===== src/rtl/core/display_refresh_sequencer_defines.svh =====
// Assertion macros shared by the display refresh sequencer RTL.
`ifndef DISPLAY_REFRESH_SEQUENCER_DEFINES_SVH
`define DISPLAY_REFRESH_SEQUENCER_DEFINES_SVH

// Same-cycle implication, checked on the rising clock edge outside reset.
`define DRS_ASSERT_NOW(label, clk, rst, ante, cons, msg) \
   label: assert property (@(posedge clk) disable iff (rst) (ante) |-> (cons)) \
      else $error(msg);

// Next-cycle implication.
`define DRS_ASSERT_NEXT(label, clk, rst, ante, cons, msg) \
   label: assert property (@(posedge clk) disable iff (rst) (ante) |=> (cons)) \
      else $error(msg);

`endif


===== src/rtl/core/drs_pkg.sv =====
// Package: constants and types for the display refresh sequencer.
`default_nettype none

package drs_pkg;

   // Default geometry of the frame buffer and of one bus chunk.
   localparam int BUFFER_BYTES_DEF = 512;
   localparam int CHUNK_BYTES_DEF  = 16;

   // Result field widths (fixed by the interface).
   localparam int OFFSET_W = 9;
   localparam int LENGTH_W = 5;

   // Register file.
   localparam int CSR_ADDR_W = 3;
   localparam int CSR_DATA_W = 32;

   localparam logic [CSR_DATA_W-1:0] REFRESH_IVL_RESET  = 32'd100000;
   localparam logic [CSR_DATA_W-1:0] RECOVERY_IVL_RESET = 32'd1000000;

   // Register indexes (paddr[2]).
   localparam logic REG_REFRESH_IVL  = 1'b0;
   localparam logic REG_RECOVERY_IVL = 1'b1;

   // One result beat.
   typedef struct packed {
      logic                sent_init;
      logic                new_frame;
      logic                chunk_valid;
      logic [OFFSET_W-1:0] chunk_offset;
      logic [LENGTH_W-1:0] chunk_length;
      logic                error_flag;
      logic                frame_done;
   } rsp_type;

endpackage

`default_nettype wire


===== src/rtl/core/display_refresh_sequencer.sv =====
// Display refresh sequencer: paces frame refresh and error recovery per service call.
//
// Usage
//   req channel: one beat per service call, carrying the microsecond time and
//     the outcomes of init, window set and chunk write for that call.
//   rsp channel: exactly one beat per req beat, in order, telling which bus
//     steps were tried, the chunk offset/length, error flag and frame end.
//   APB port: reg 0 (addr 0x0) refresh interval, reg 1 (addr 0x4) recovery
//     interval, both in microseconds; write only while the block is idle.
// Decision and throughput
//   The whole call decision is one compare/add pass from the req ports into
//   the state registers and the result register (or the skid entry while the
//   output register is full). One beat per cycle while rsp_ready stays high.
// Stall
//   Results sit in an output register backed by one skid entry, so one more
//   req beat is taken while a result waits; req_ready drops only when both
//   are full, and rises again once the receiver takes a beat.
// Reset
//   Synchronous, active high: state cleared, no flushing, no error,
//   intervals back to 100000 us and 1000000 us, result buffer empty.
`default_nettype none

`include "display_refresh_sequencer_defines.svh"

module display_refresh_sequencer #(
   parameter int BUFFER_BYTES = drs_pkg::BUFFER_BYTES_DEF,
   parameter int CHUNK_BYTES  = drs_pkg::CHUNK_BYTES_DEF
) (
   input  wire logic                            clock,
   input  wire logic                            reset,

   // Service call beats
   input  wire logic                            req_valid,
   output      logic                            req_ready,
   input  wire logic [31:0]                     req_now_us,
   input  wire logic                            req_init_ok,
   input  wire logic                            req_window_ok,
   input  wire logic                            req_chunk_ok,

   // Result beats
   output      logic                            rsp_valid,
   input  wire logic                            rsp_ready,
   output      logic                            rsp_sent_init,
   output      logic                            rsp_new_frame,
   output      logic                            rsp_chunk_valid,
   output      logic [drs_pkg::OFFSET_W-1:0]    rsp_chunk_offset,
   output      logic [drs_pkg::LENGTH_W-1:0]    rsp_chunk_length,
   output      logic                            rsp_error_flag,
   output      logic                            rsp_frame_done,

   // Register port
   input  wire logic                            psel,
   input  wire logic                            penable,
   input  wire logic                            pwrite,
   input  wire logic [drs_pkg::CSR_ADDR_W-1:0]  paddr,
   input  wire logic [drs_pkg::CSR_DATA_W-1:0]  pwdata,
   output      logic [drs_pkg::CSR_DATA_W-1:0]  prdata,
   output      logic                            pready
);

   // Position must reach BUFFER_BYTES itself; math width covers both sizes.
   localparam int POS_W = $clog2(BUFFER_BYTES + 1);
   localparam int LEN_W = $clog2(CHUNK_BYTES + 1);
   localparam int MW    = (POS_W > LEN_W) ? POS_W : LEN_W;

   localparam logic [MW-1:0] BUF_M   = MW'(BUFFER_BYTES);
   localparam logic [MW-1:0] CHUNK_M = MW'(CHUNK_BYTES);

   // ---------------------------------------------------------------- CSRs
   logic [31:0] refresh_ivl_ff,  refresh_ivl_in;
   logic [31:0] recovery_ivl_ff, recovery_ivl_in;
   logic        csr_wr;

   assign pready = 1'b1;
   assign csr_wr = psel & penable & pwrite & pready;

   always_comb begin
      refresh_ivl_in  = refresh_ivl_ff;
      recovery_ivl_in = recovery_ivl_ff;
      if (csr_wr) begin
         case (paddr[2])
            drs_pkg::REG_REFRESH_IVL:  refresh_ivl_in  = pwdata;
            drs_pkg::REG_RECOVERY_IVL: recovery_ivl_in = pwdata;
            default: ;
         endcase
      end
   end

   always_comb begin
      case (paddr[2])
         drs_pkg::REG_REFRESH_IVL:  prdata = refresh_ivl_ff;
         drs_pkg::REG_RECOVERY_IVL: prdata = recovery_ivl_ff;
         default:                   prdata = '0;
      endcase
   end

   // --------------------------------------------------------- call state
   logic [31:0]      refresh_time_ff,  refresh_time_in;
   logic [31:0]      recovery_time_ff, recovery_time_in;
   logic [POS_W-1:0] pos_ff,           pos_in;
   logic             flushing_ff,      flushing_in;
   logic             recovering_ff,    recovering_in;
   logic             error_ff,         error_in;

   logic             in_fire;
   logic             out_fire;
   drs_pkg::rsp_type res;

   // Combinational call decision (mirrors one service call)
   logic [31:0]          rec_elapsed;
   logic [31:0]          ref_base;
   logic [31:0]          ref_elapsed;
   logic                 go;
   logic [MW-1:0]        pos_m;
   logic [MW-1:0]        remaining;
   logic [MW-1:0]        length;
   logic [MW-1:0]        pos_sum;
   logic [POS_W+drs_pkg::OFFSET_W-1:0] off_wide;
   logic [MW+drs_pkg::LENGTH_W-1:0]    len_wide;

   assign rec_elapsed = req_now_us - recovery_time_ff;

   always_comb begin
      refresh_time_in  = refresh_time_ff;
      recovery_time_in = recovery_time_ff;
      pos_in           = pos_ff;
      flushing_in      = flushing_ff;
      recovering_in    = recovering_ff;
      error_in         = error_ff;
      res              = '0;
      go               = 1'b1;
      ref_base         = refresh_time_ff;
      ref_elapsed      = '0;
      pos_m            = '0;
      remaining        = '0;
      length           = '0;
      pos_sum          = '0;
      off_wide         = '0;
      len_wide         = '0;

      // recovery: retry init at most once per recovery interval
      if (error_ff && !recovering_ff) begin
         if (rec_elapsed < recovery_ivl_ff) begin
            go = 1'b0;
         end else begin
            recovery_time_in = req_now_us;
            flushing_in      = 1'b0;
            res.sent_init    = 1'b1;
            if (!req_init_ok) begin
               go = 1'b0;
            end else begin
               recovering_in   = 1'b1;
               refresh_time_in = '0;
               ref_base        = '0;
            end
         end
      end

      // frame start
      ref_elapsed = req_now_us - ref_base;
      if (go && !flushing_in) begin
         if (ref_elapsed < refresh_ivl_ff) begin
            go = 1'b0;
         end else begin
            refresh_time_in = req_now_us;
            pos_in          = '0;
            flushing_in     = 1'b1;
            res.new_frame   = 1'b1;
            if (!req_window_ok) begin
               error_in      = 1'b1;
               flushing_in   = 1'b0;
               recovering_in = 1'b0;
               go            = 1'b0;
            end
         end
      end

      // chunk write
      pos_m     = MW'(pos_in);
      remaining = (pos_m < BUF_M) ? (BUF_M - pos_m) : '0;
      length    = (remaining > CHUNK_M) ? CHUNK_M : remaining;
      pos_sum   = pos_m + length;
      if (go) begin
         res.chunk_valid  = 1'b1;
         off_wide         = {{drs_pkg::OFFSET_W{1'b0}}, pos_in};
         len_wide         = {{drs_pkg::LENGTH_W{1'b0}}, length};
         res.chunk_offset = off_wide[drs_pkg::OFFSET_W-1:0];
         res.chunk_length = len_wide[drs_pkg::LENGTH_W-1:0];
         if (!req_chunk_ok) begin
            error_in      = 1'b1;
            flushing_in   = 1'b0;
            recovering_in = 1'b0;
         end else begin
            pos_in = pos_sum[POS_W-1:0];
            if (pos_sum >= BUF_M) begin
               flushing_in    = 1'b0;
               recovering_in  = 1'b0;
               error_in       = 1'b0;
               res.frame_done = 1'b1;
            end
         end
      end
      res.error_flag = error_in;
   end

   // --------------------------------------------------- result buffering
   drs_pkg::rsp_type main_ff, main_in;
   drs_pkg::rsp_type skid_ff, skid_in;
   logic             main_vld_ff, main_vld_in;
   logic             skid_vld_ff, skid_vld_in;

   assign req_ready = !skid_vld_ff;
   assign rsp_valid = main_vld_ff;
   assign in_fire   = req_valid & req_ready;
   assign out_fire  = rsp_valid & rsp_ready;

   always_comb begin
      main_in     = main_ff;
      skid_in     = skid_ff;
      main_vld_in = main_vld_ff;
      skid_vld_in = skid_vld_ff;
      if (out_fire) begin
         if (skid_vld_ff) begin
            main_in     = skid_ff;
            skid_vld_in = 1'b0;
         end else begin
            main_vld_in = 1'b0;
         end
      end
      if (in_fire) begin
         if (!main_vld_in) begin
            main_in     = res;
            main_vld_in = 1'b1;
         end else begin
            skid_in     = res;
            skid_vld_in = 1'b1;
         end
      end
   end

   assign rsp_sent_init    = main_ff.sent_init;
   assign rsp_new_frame    = main_ff.new_frame;
   assign rsp_chunk_valid  = main_ff.chunk_valid;
   assign rsp_chunk_offset = main_ff.chunk_offset;
   assign rsp_chunk_length = main_ff.chunk_length;
   assign rsp_error_flag   = main_ff.error_flag;
   assign rsp_frame_done   = main_ff.frame_done;

   // ------------------------------------------------------------ registers
   always_ff @(posedge clock) begin
      if (reset) begin
         refresh_ivl_ff   <= drs_pkg::REFRESH_IVL_RESET;
         recovery_ivl_ff  <= drs_pkg::RECOVERY_IVL_RESET;
         refresh_time_ff  <= '0;
         recovery_time_ff <= '0;
         pos_ff           <= '0;
         flushing_ff      <= 1'b0;
         recovering_ff    <= 1'b0;
         error_ff         <= 1'b0;
         main_vld_ff      <= 1'b0;
         skid_vld_ff      <= 1'b0;
      end else begin
         refresh_ivl_ff  <= refresh_ivl_in;
         recovery_ivl_ff <= recovery_ivl_in;
         if (in_fire) begin
            refresh_time_ff  <= refresh_time_in;
            recovery_time_ff <= recovery_time_in;
            pos_ff           <= pos_in;
            flushing_ff      <= flushing_in;
            recovering_ff    <= recovering_in;
            error_ff         <= error_in;
         end
         main_vld_ff <= main_vld_in;
         skid_vld_ff <= skid_vld_in;
      end
   end

   // payload, no reset
   always_ff @(posedge clock) begin
      main_ff <= main_in;
      skid_ff <= skid_in;
   end

   // ----------------------------------------------------------- assertions
   `DRS_ASSERT_NOW(a_skid_behind_main, clock, reset, skid_vld_ff, main_vld_ff,
      "skid entry held while output register empty")
   `DRS_ASSERT_NOW(a_stall_only_on_backpressure, clock, reset, !req_ready,
      rsp_valid && main_vld_ff && skid_vld_ff, "req stalled without pending results")
   `DRS_ASSERT_NOW(a_done_is_clean_chunk, clock, reset, rsp_valid && rsp_frame_done,
      rsp_chunk_valid && !rsp_error_flag, "frame end without a clean chunk write")
   `DRS_ASSERT_NEXT(a_err_tracks_state, clock, reset, in_fire,
      main_vld_ff && (skid_vld_ff ? skid_ff.error_flag == error_ff
                                  : main_ff.error_flag == error_ff),
      "reported error flag differs from stored error state")

endmodule

`default_nettype wire


===== config.mk =====
export PLATFORM = sky130hd
export DESIGN_NAME = display_refresh_sequencer
export DESIGN_NICKNAME = d
export VERILOG_FILES = /design/src/rtl/core/drs_pkg.sv /design/src/rtl/core/display_refresh_sequencer.sv
export VERILOG_INCLUDE_DIRS = /design/src /design/src/rtl/core
export SDC_FILE = /design/constraint.sdc
export NUM_CORES = 1
export LEC_CHECK = 0
export BUFFER_PORTS_ARGS = -buffer_cell sky130_fd_sc_hd__buf_2
export CAP_MARGIN = 40
export CORE_AREA = 2 2 146 148
export DETAILED_ROUTE_END_ITERATION = 8
export DIE_AREA = 0 0 148 150
export GPL_ROUTABILITY_DRIVEN = 0
export PLACE_DENSITY = 0.8
export SKIP_CTS_REPAIR_TIMING = 1
export SLEW_MARGIN = 20
export SYNTH_ARGS = -nofsm -noshare
export SYNTH_HDL_FRONTEND = slang
export SYNTH_SLANG_ARGS = --single-unit

===== constraint.sdc =====
create_clock -name clock -period 15.2 [get_ports clock]
set_input_delay 0.76 -clock clock [delete_from_list [all_inputs] [get_ports clock]]
set_output_delay 0.76 -clock clock [all_outputs]
set_load 0.03 [all_outputs]

# Word level (Yosys, flattened, before mapping)
# Cells that the tools add are included.
# Widths: inputs -> output; s select.
[word_totals]
reg_bits = 181
latchBits = 0
mem_bits_rw = 0
mem_bits_ro = 0
in_bits = 77
output_inout_bits = 54
elab_cells = 107
n_memories = 0
[classes]
add_sub_neg = 4
n_mul = 0
n_div = 0
magnitude_cmp = 5
eq_ne = 0
shift = 0
n_mux = 59
bitwise_logic = 6
n_reduce_logical = 9
[ops]
columns = ["operator", "n"]
rows = [
  ["$mux 32", 5],
  ["$mux 19", 4],
  ["$lt 32x32->1", 2],
  ["$pmux 32 s2", 1],
  ["$sub 32x32->32", 2],
  ["$mux 10", 6],
  ["$mux 1", 42],
  ["$mux 15", 1],
  ["$add 10x10->10", 1],
  ["$ge 10x10->1 const B", 1],
  ["$gt 10x5->1 const B", 1],
  ["$lt 10x10->1 const B", 1],
  ["$sub 10x10->10 const A", 1],
  ["$reduce_and 2->1", 3],
  ["$and 1x1->1", 4],
  ["$logic_not 1->1", 3],
  ["$reduce_and 3->1", 1],
  ["$logic_and 1x1->1", 2],
  ["$not 1->1", 2],
]

# Longest topological paths before layout
[logic_depth]
ltp_word = 19
depth_mapped = 61

# Worst setup path before layout
# Ideal clock, no wire load.
[synth_timing]
kind = "input -> register"
start = "input port req_now_us[0]"
end = "register skid_ff[1] (netlist name) (data pin)"
setup_ns = 0.266
arrival_ns = 11.892
slack_ns = 3.042
path_stages = 57
path_cell_list = "inv_1 > ha_1 > inv_1 > fa_1 > a211oi_1 > nor2_1 > o221a_2 > o31ai_1 > a21oi_1 > o211ai_1 > a21oi_1 > a2111oi_2 > o31a_1 > o311ai_0 > ha_1 > a21o_1 > a21oi_1 > o211ai_1 > [... 21 more ...] > a32oi_1 > o221ai_4 > clkbuf_1 > nand2_1 > ha_1 > nand2b_1 > nor2_1 > xnor2_1 > nand2b_1 > or4b_4 > inv_1 > ha_1 > a21o_1 > a21o_1 > maj3_1 > a31oi_2 > mux2i_1 > nor2_1"
[synth_via]
elab_chain_cells = 17
[synth_lines]
columns = ["item", "line", "source"]
rows = [
  ["from (decl)", "display_refresh_sequencer.sv:35", "input wire logic [31:0] req_now_us,"],
  ["$sub 32x32->32", "display_refresh_sequencer.sv:121", "assign rec_elapsed = req_now_us - recovery_time_ff;"],
  ["$lt 32x32->1", "display_refresh_sequencer.sv:143", "if (rec_elapsed < recovery_ivl_ff) begin"],
  ["$mux 32", "display_refresh_sequencer.sv:143", ""],
  ["$mux 32", "display_refresh_sequencer.sv:142", "if (error_ff && !recovering_ff) begin"],
  ["$sub 32x32->32", "display_refresh_sequencer.sv:160", "ref_elapsed = req_now_us - ref_base;"],
  ["$lt 32x32->1", "display_refresh_sequencer.sv:162", "if (ref_elapsed < refresh_ivl_ff) begin"],
  ["$mux 10", "display_refresh_sequencer.sv:162", ""],
  ["$mux 10", "display_refresh_sequencer.sv:161", "if (go && !flushing_in) begin"],
  ["[... 2 more ...]", "--", ""],
  ["$gt 10x5->1", "display_refresh_sequencer.sv:181", "length = (remaining > CHUNK_M) ? CHUNK_M : remaining;"],
  ["$mux 10", "display_refresh_sequencer.sv:181", ""],
  ["$add 10x10->10", "display_refresh_sequencer.sv:182", "pos_sum = pos_m + length;"],
  ["$ge 10x10->1", "display_refresh_sequencer.sv:195", "if (pos_sum >= BUF_M) begin"],
  ["$mux 1", "display_refresh_sequencer.sv:195", ""],
  ["$mux 1", "display_refresh_sequencer.sv:189", "if (!req_chunk_ok) begin"],
  ["$mux 1 *", "display_refresh_sequencer.sv:183", "if (go) begin"],
  ["named net error_in", "display_refresh_sequencer.sv:103", "logic error_ff, error_in;"],
  ["to (signal assigned)", "display_refresh_sequencer.sv:281", "skid_ff <= skid_in;"],
  ["to (decl)", "display_refresh_sequencer.sv:208", "drs_pkg::rsp_type skid_ff, skid_in;"],
]
# Mark *: on every way through the listed nets, which the timed path passes. The rest lies on a longest branch.
# A chain may end at the register's enable or synchronous reset.

# Worst setup path after layout
# Ends and elaborated chain as after synthesis.

==> metrics.txt <==
status=finished, final reports clean; Initial Utilization=58.6%; Fmax=0.0725 GHz; Clk Latency, worst-skew pair=0.45 ns; Internal Pwr Total=1.10 mW; PortBufs=127; crit path DAT=13.97 ns; Die Span X=148 um; Synth Warn #=0; Setup TNS Final=0 ns; combinational group share of total power=44.6%; GRT Util Overall=27.7%; Chip Height=150 um; post-synthesis sequential area ratio=31.5%; Syn-to-layout area delta=13.0%; Seq. cell area=3810 sq um; r2r setup slk=1.60 ns; WL met2=14300 um; ANT nets after route=0; worst-path fanout max=23; Max Cap Viol=0; Cell Area, Placed=13100 sq um; Std-Cell Rows=53; most used cells in the layout excluding fill and tap cells=nand2_1 (222), dfxtp_1 (162), nor2_1 (136), ha_1 (134), buf_2 (126); fin crit period=13.79 ns; leakage=5.77 nW; Flop pwr share=30.5%; Pwr Density=136 nW/um^2; die footprint=22200 sq um; first-pass GRT wire length=49600 um; R2R depth=55; Nets=1812; Fillers=1723; Async S/R FF share, synth=0%; pre-CTS WS=1.24 ns; ys flop type=dfxtp_1; Post-Syn Area per Cell=8.11 sq um; vias in the first global route=10100; hold crit path type=flip-flop to flip-flop; critical path endpoint=skid_ff[1]; Slew Viols, Final=0; crit end category=flip-flop; slowest cell delay on critical path=0.57 ns; # setup viols final=0; clock sink count=181; DRT iter0 DRCs=820; Sw Ratio=40.7%; Mapped Cells=1495; H-tree depth=4; CP max-delay cell=or4b_4; EDFF count, synth=19; drt pass-1 iters=5; fin crit share=90.7%; PnR worst setup slack=1.41 ns; Cell Area, Synth=12100 sq um; initial antenna violation count=0; Finished Core Util=66.2%; hpwl dp=22500 um; vias per cell=5.90; IO Pins=131; Vias=11100; CP Class=input port to flip-flop; total clock buffers created by CTS=17; Core Footprint=20700 sq um; Startpoint Class=input port; total gr overflow=0; area taken by multi-input logic gates=7650 sq um; met3 WL=2070 um; pin count of the biggest net entering global routing=67; most common cell after layout, fill and taps aside=nand2_1; Clk pwr share=24.9%; Final Instance Area=13700 sq um; clock root buffer=clkbuf_16; fin cells=1886; sw power=0.757 mW; met1 WL=13700 um; layout cells sized above 1=12.5%; Hold Violations, Final=0; CTS tree=yes; clk_skew=0.0152 ns; reg2reg end=skid_ff[1]; Reg-to-Reg Start=recovery_time_ff[0]; Synth Register Bits=181; pin slew with the least headroom to its limit=0.815 ns; placed insts=1854; diode count=0; final WL=30700 um; max layer used=met4; drt drc=0; Slew HR=45.6%; Max clock buf depth=2; RSZ-0062 raised after global routing=no; Unique masters post-synth=78; drt wl/cell=16.3 um; Max VDD drop=115 uV; CP Launch Point=req_now_us[0]; Critical Path RT=15.38 ns; clock-pin slew on the worst setup and hold paths=0.08 ns
[critical path: cells and delay by family]
kind,cells,cell delay [ns]
AO/OA/AOI/OAI,27,6.49
multiplexers,1,0.55
AND/OR/NAND/NOR,14,2.62
buffers and inverters,5,0.74
adder cells (fa/ha/maj),8,2.44
XOR/XNOR,2,0.35
[state kept, by name, indices dropped and copies added (netlist names), 5 cells and up]
| register | flops |
|---|---|
| refresh_time_ff | 32 |
| pos_ff | 10 |
| rsp_chunk_offset | 9 |
| recovery_ivl_ff | 32 |
| refresh_ivl_ff | 32 |
| recovery_time_ff | 32 |
| skid_ff | 19 |
| rsp_chunk_length | 5 |
[cells by family after synthesis]
| family | count (synthesis) | share of synthesized area (%) |
|---|---|---|
| DFF | 181 | 31.5 |
| muxes | 54 | 4.48 |
| AOI/OAI and AO/OA | 397 | 21.8 |
| xor gates and xnor gates | 65 | 4.70 |
| and+or+nand+nor | 474 | 17.2 |
| buffers and inverters | 183 | 5.80 |
| other | 2 | 0.0620 |
| adders and majority gates | 139 | 14.5 |
[how the worst min path moves through the flow]
stage | start | end | slack (ns) | cells after the start
3_5_place_dp | refresh_ivl_ff[26] | refresh_ivl_ff[26] | 0.45 | 2
4_1_cts | refresh_ivl_ff[25] | refresh_ivl_ff[25] | 0.46 | 2
3_3_place_gp | refresh_ivl_ff[25] | refresh_ivl_ff[25] | 0.44 | 2
6_report | refresh_ivl_ff[30] | refresh_ivl_ff[30] | 0.46 | 2
2_1_floorplan | refresh_ivl_ff[11] | refresh_ivl_ff[11] | 0.44 | 2
5_1_grt | refresh_ivl_ff[29] | refresh_ivl_ff[29] | 0.48 | 2
[metrics by stage]
| step | hold WS (ns) | total power, mW |
|---|---|---|
| floorplan | 0.436 | 1.20 |
| global placement | 0.441 | 1.35 |
| detailed placement | 0.447 | 1.38 |
| CTS | 0.457 | 1.85 |
| global route | 0.478 | 1.98 |
| finish | 0.457 | 1.86 |
[layout make-up]
cell class,count,share of cell area (%)
inverters,123,3.39
clock buffers,17,3.11
well taps,275,2.51
flip-flops and latches,181,27.8
clock inverters,15,1.45
repair buffers,141,5.87
multi-input cells,1134,55.8
[power by group through the flow]
| stage | Clock, mW | Combinational [mW] | Sequential [mW] |
|---|---|---|---|
| floorplan | 0 | 0.604 | 0.592 |
| global placement | 0 | 0.775 | 0.574 |
| detailed placement | 0 | 0.806 | 0.576 |
| CTS | 0.467 | 0.820 | 0.566 |
| global route | 0.487 | 0.921 | 0.572 |
| finish | 0.463 | 0.829 | 0.567 |
[per-layer routing]
layer  vias up  global-route usage [%]
li1       5463                       -
met4         0                    8.00
met3        50                    4.21
met5         -                       0
met1      5201                    37.0
met2       408                    46.6
[cell usage after synthesis (4+ instances only)]
cell type,number,share of area (%)
o31a_1,4,0.29
dfxtp_1,162,27
a21o_1,44,2.7
nand3_1,18,0.74
buf_2,8,0.33
and3_1,12,0.62
clkbuf_1,46,1.4
o31ai_1,7,0.43
a32oi_1,4,0.29
a21oi_1,123,5.1
inv_1,121,3.7
xnor2_1,48,3.5
o2111ai_1,4,0.29
mux2i_1,52,4.3
nand2b_1,13,0.67
buf_1,5,0.15
nor4_1,4,0.21
o21a_1,24,1.5
nand4_1,10,0.52
nor2_1,139,4.3
xor2_1,17,1.2
o211ai_1,22,1.4
and4_1,4,0.29
or2_2,4,0.21
a22oi_1,33,2.0
a211oi_1,19,1.2
nor2b_1,6,0.31
or3_1,7,0.36
nand2_1,222,6.9
a22o_1,7,0.51
nor3_1,16,0.66
a31oi_1,7,0.36
edfxtp_1,19,4.7
o21ai_0,59,2.4
ha_1,134,14
and2_1,10,0.52
Power figures use the tool's default switching activity.
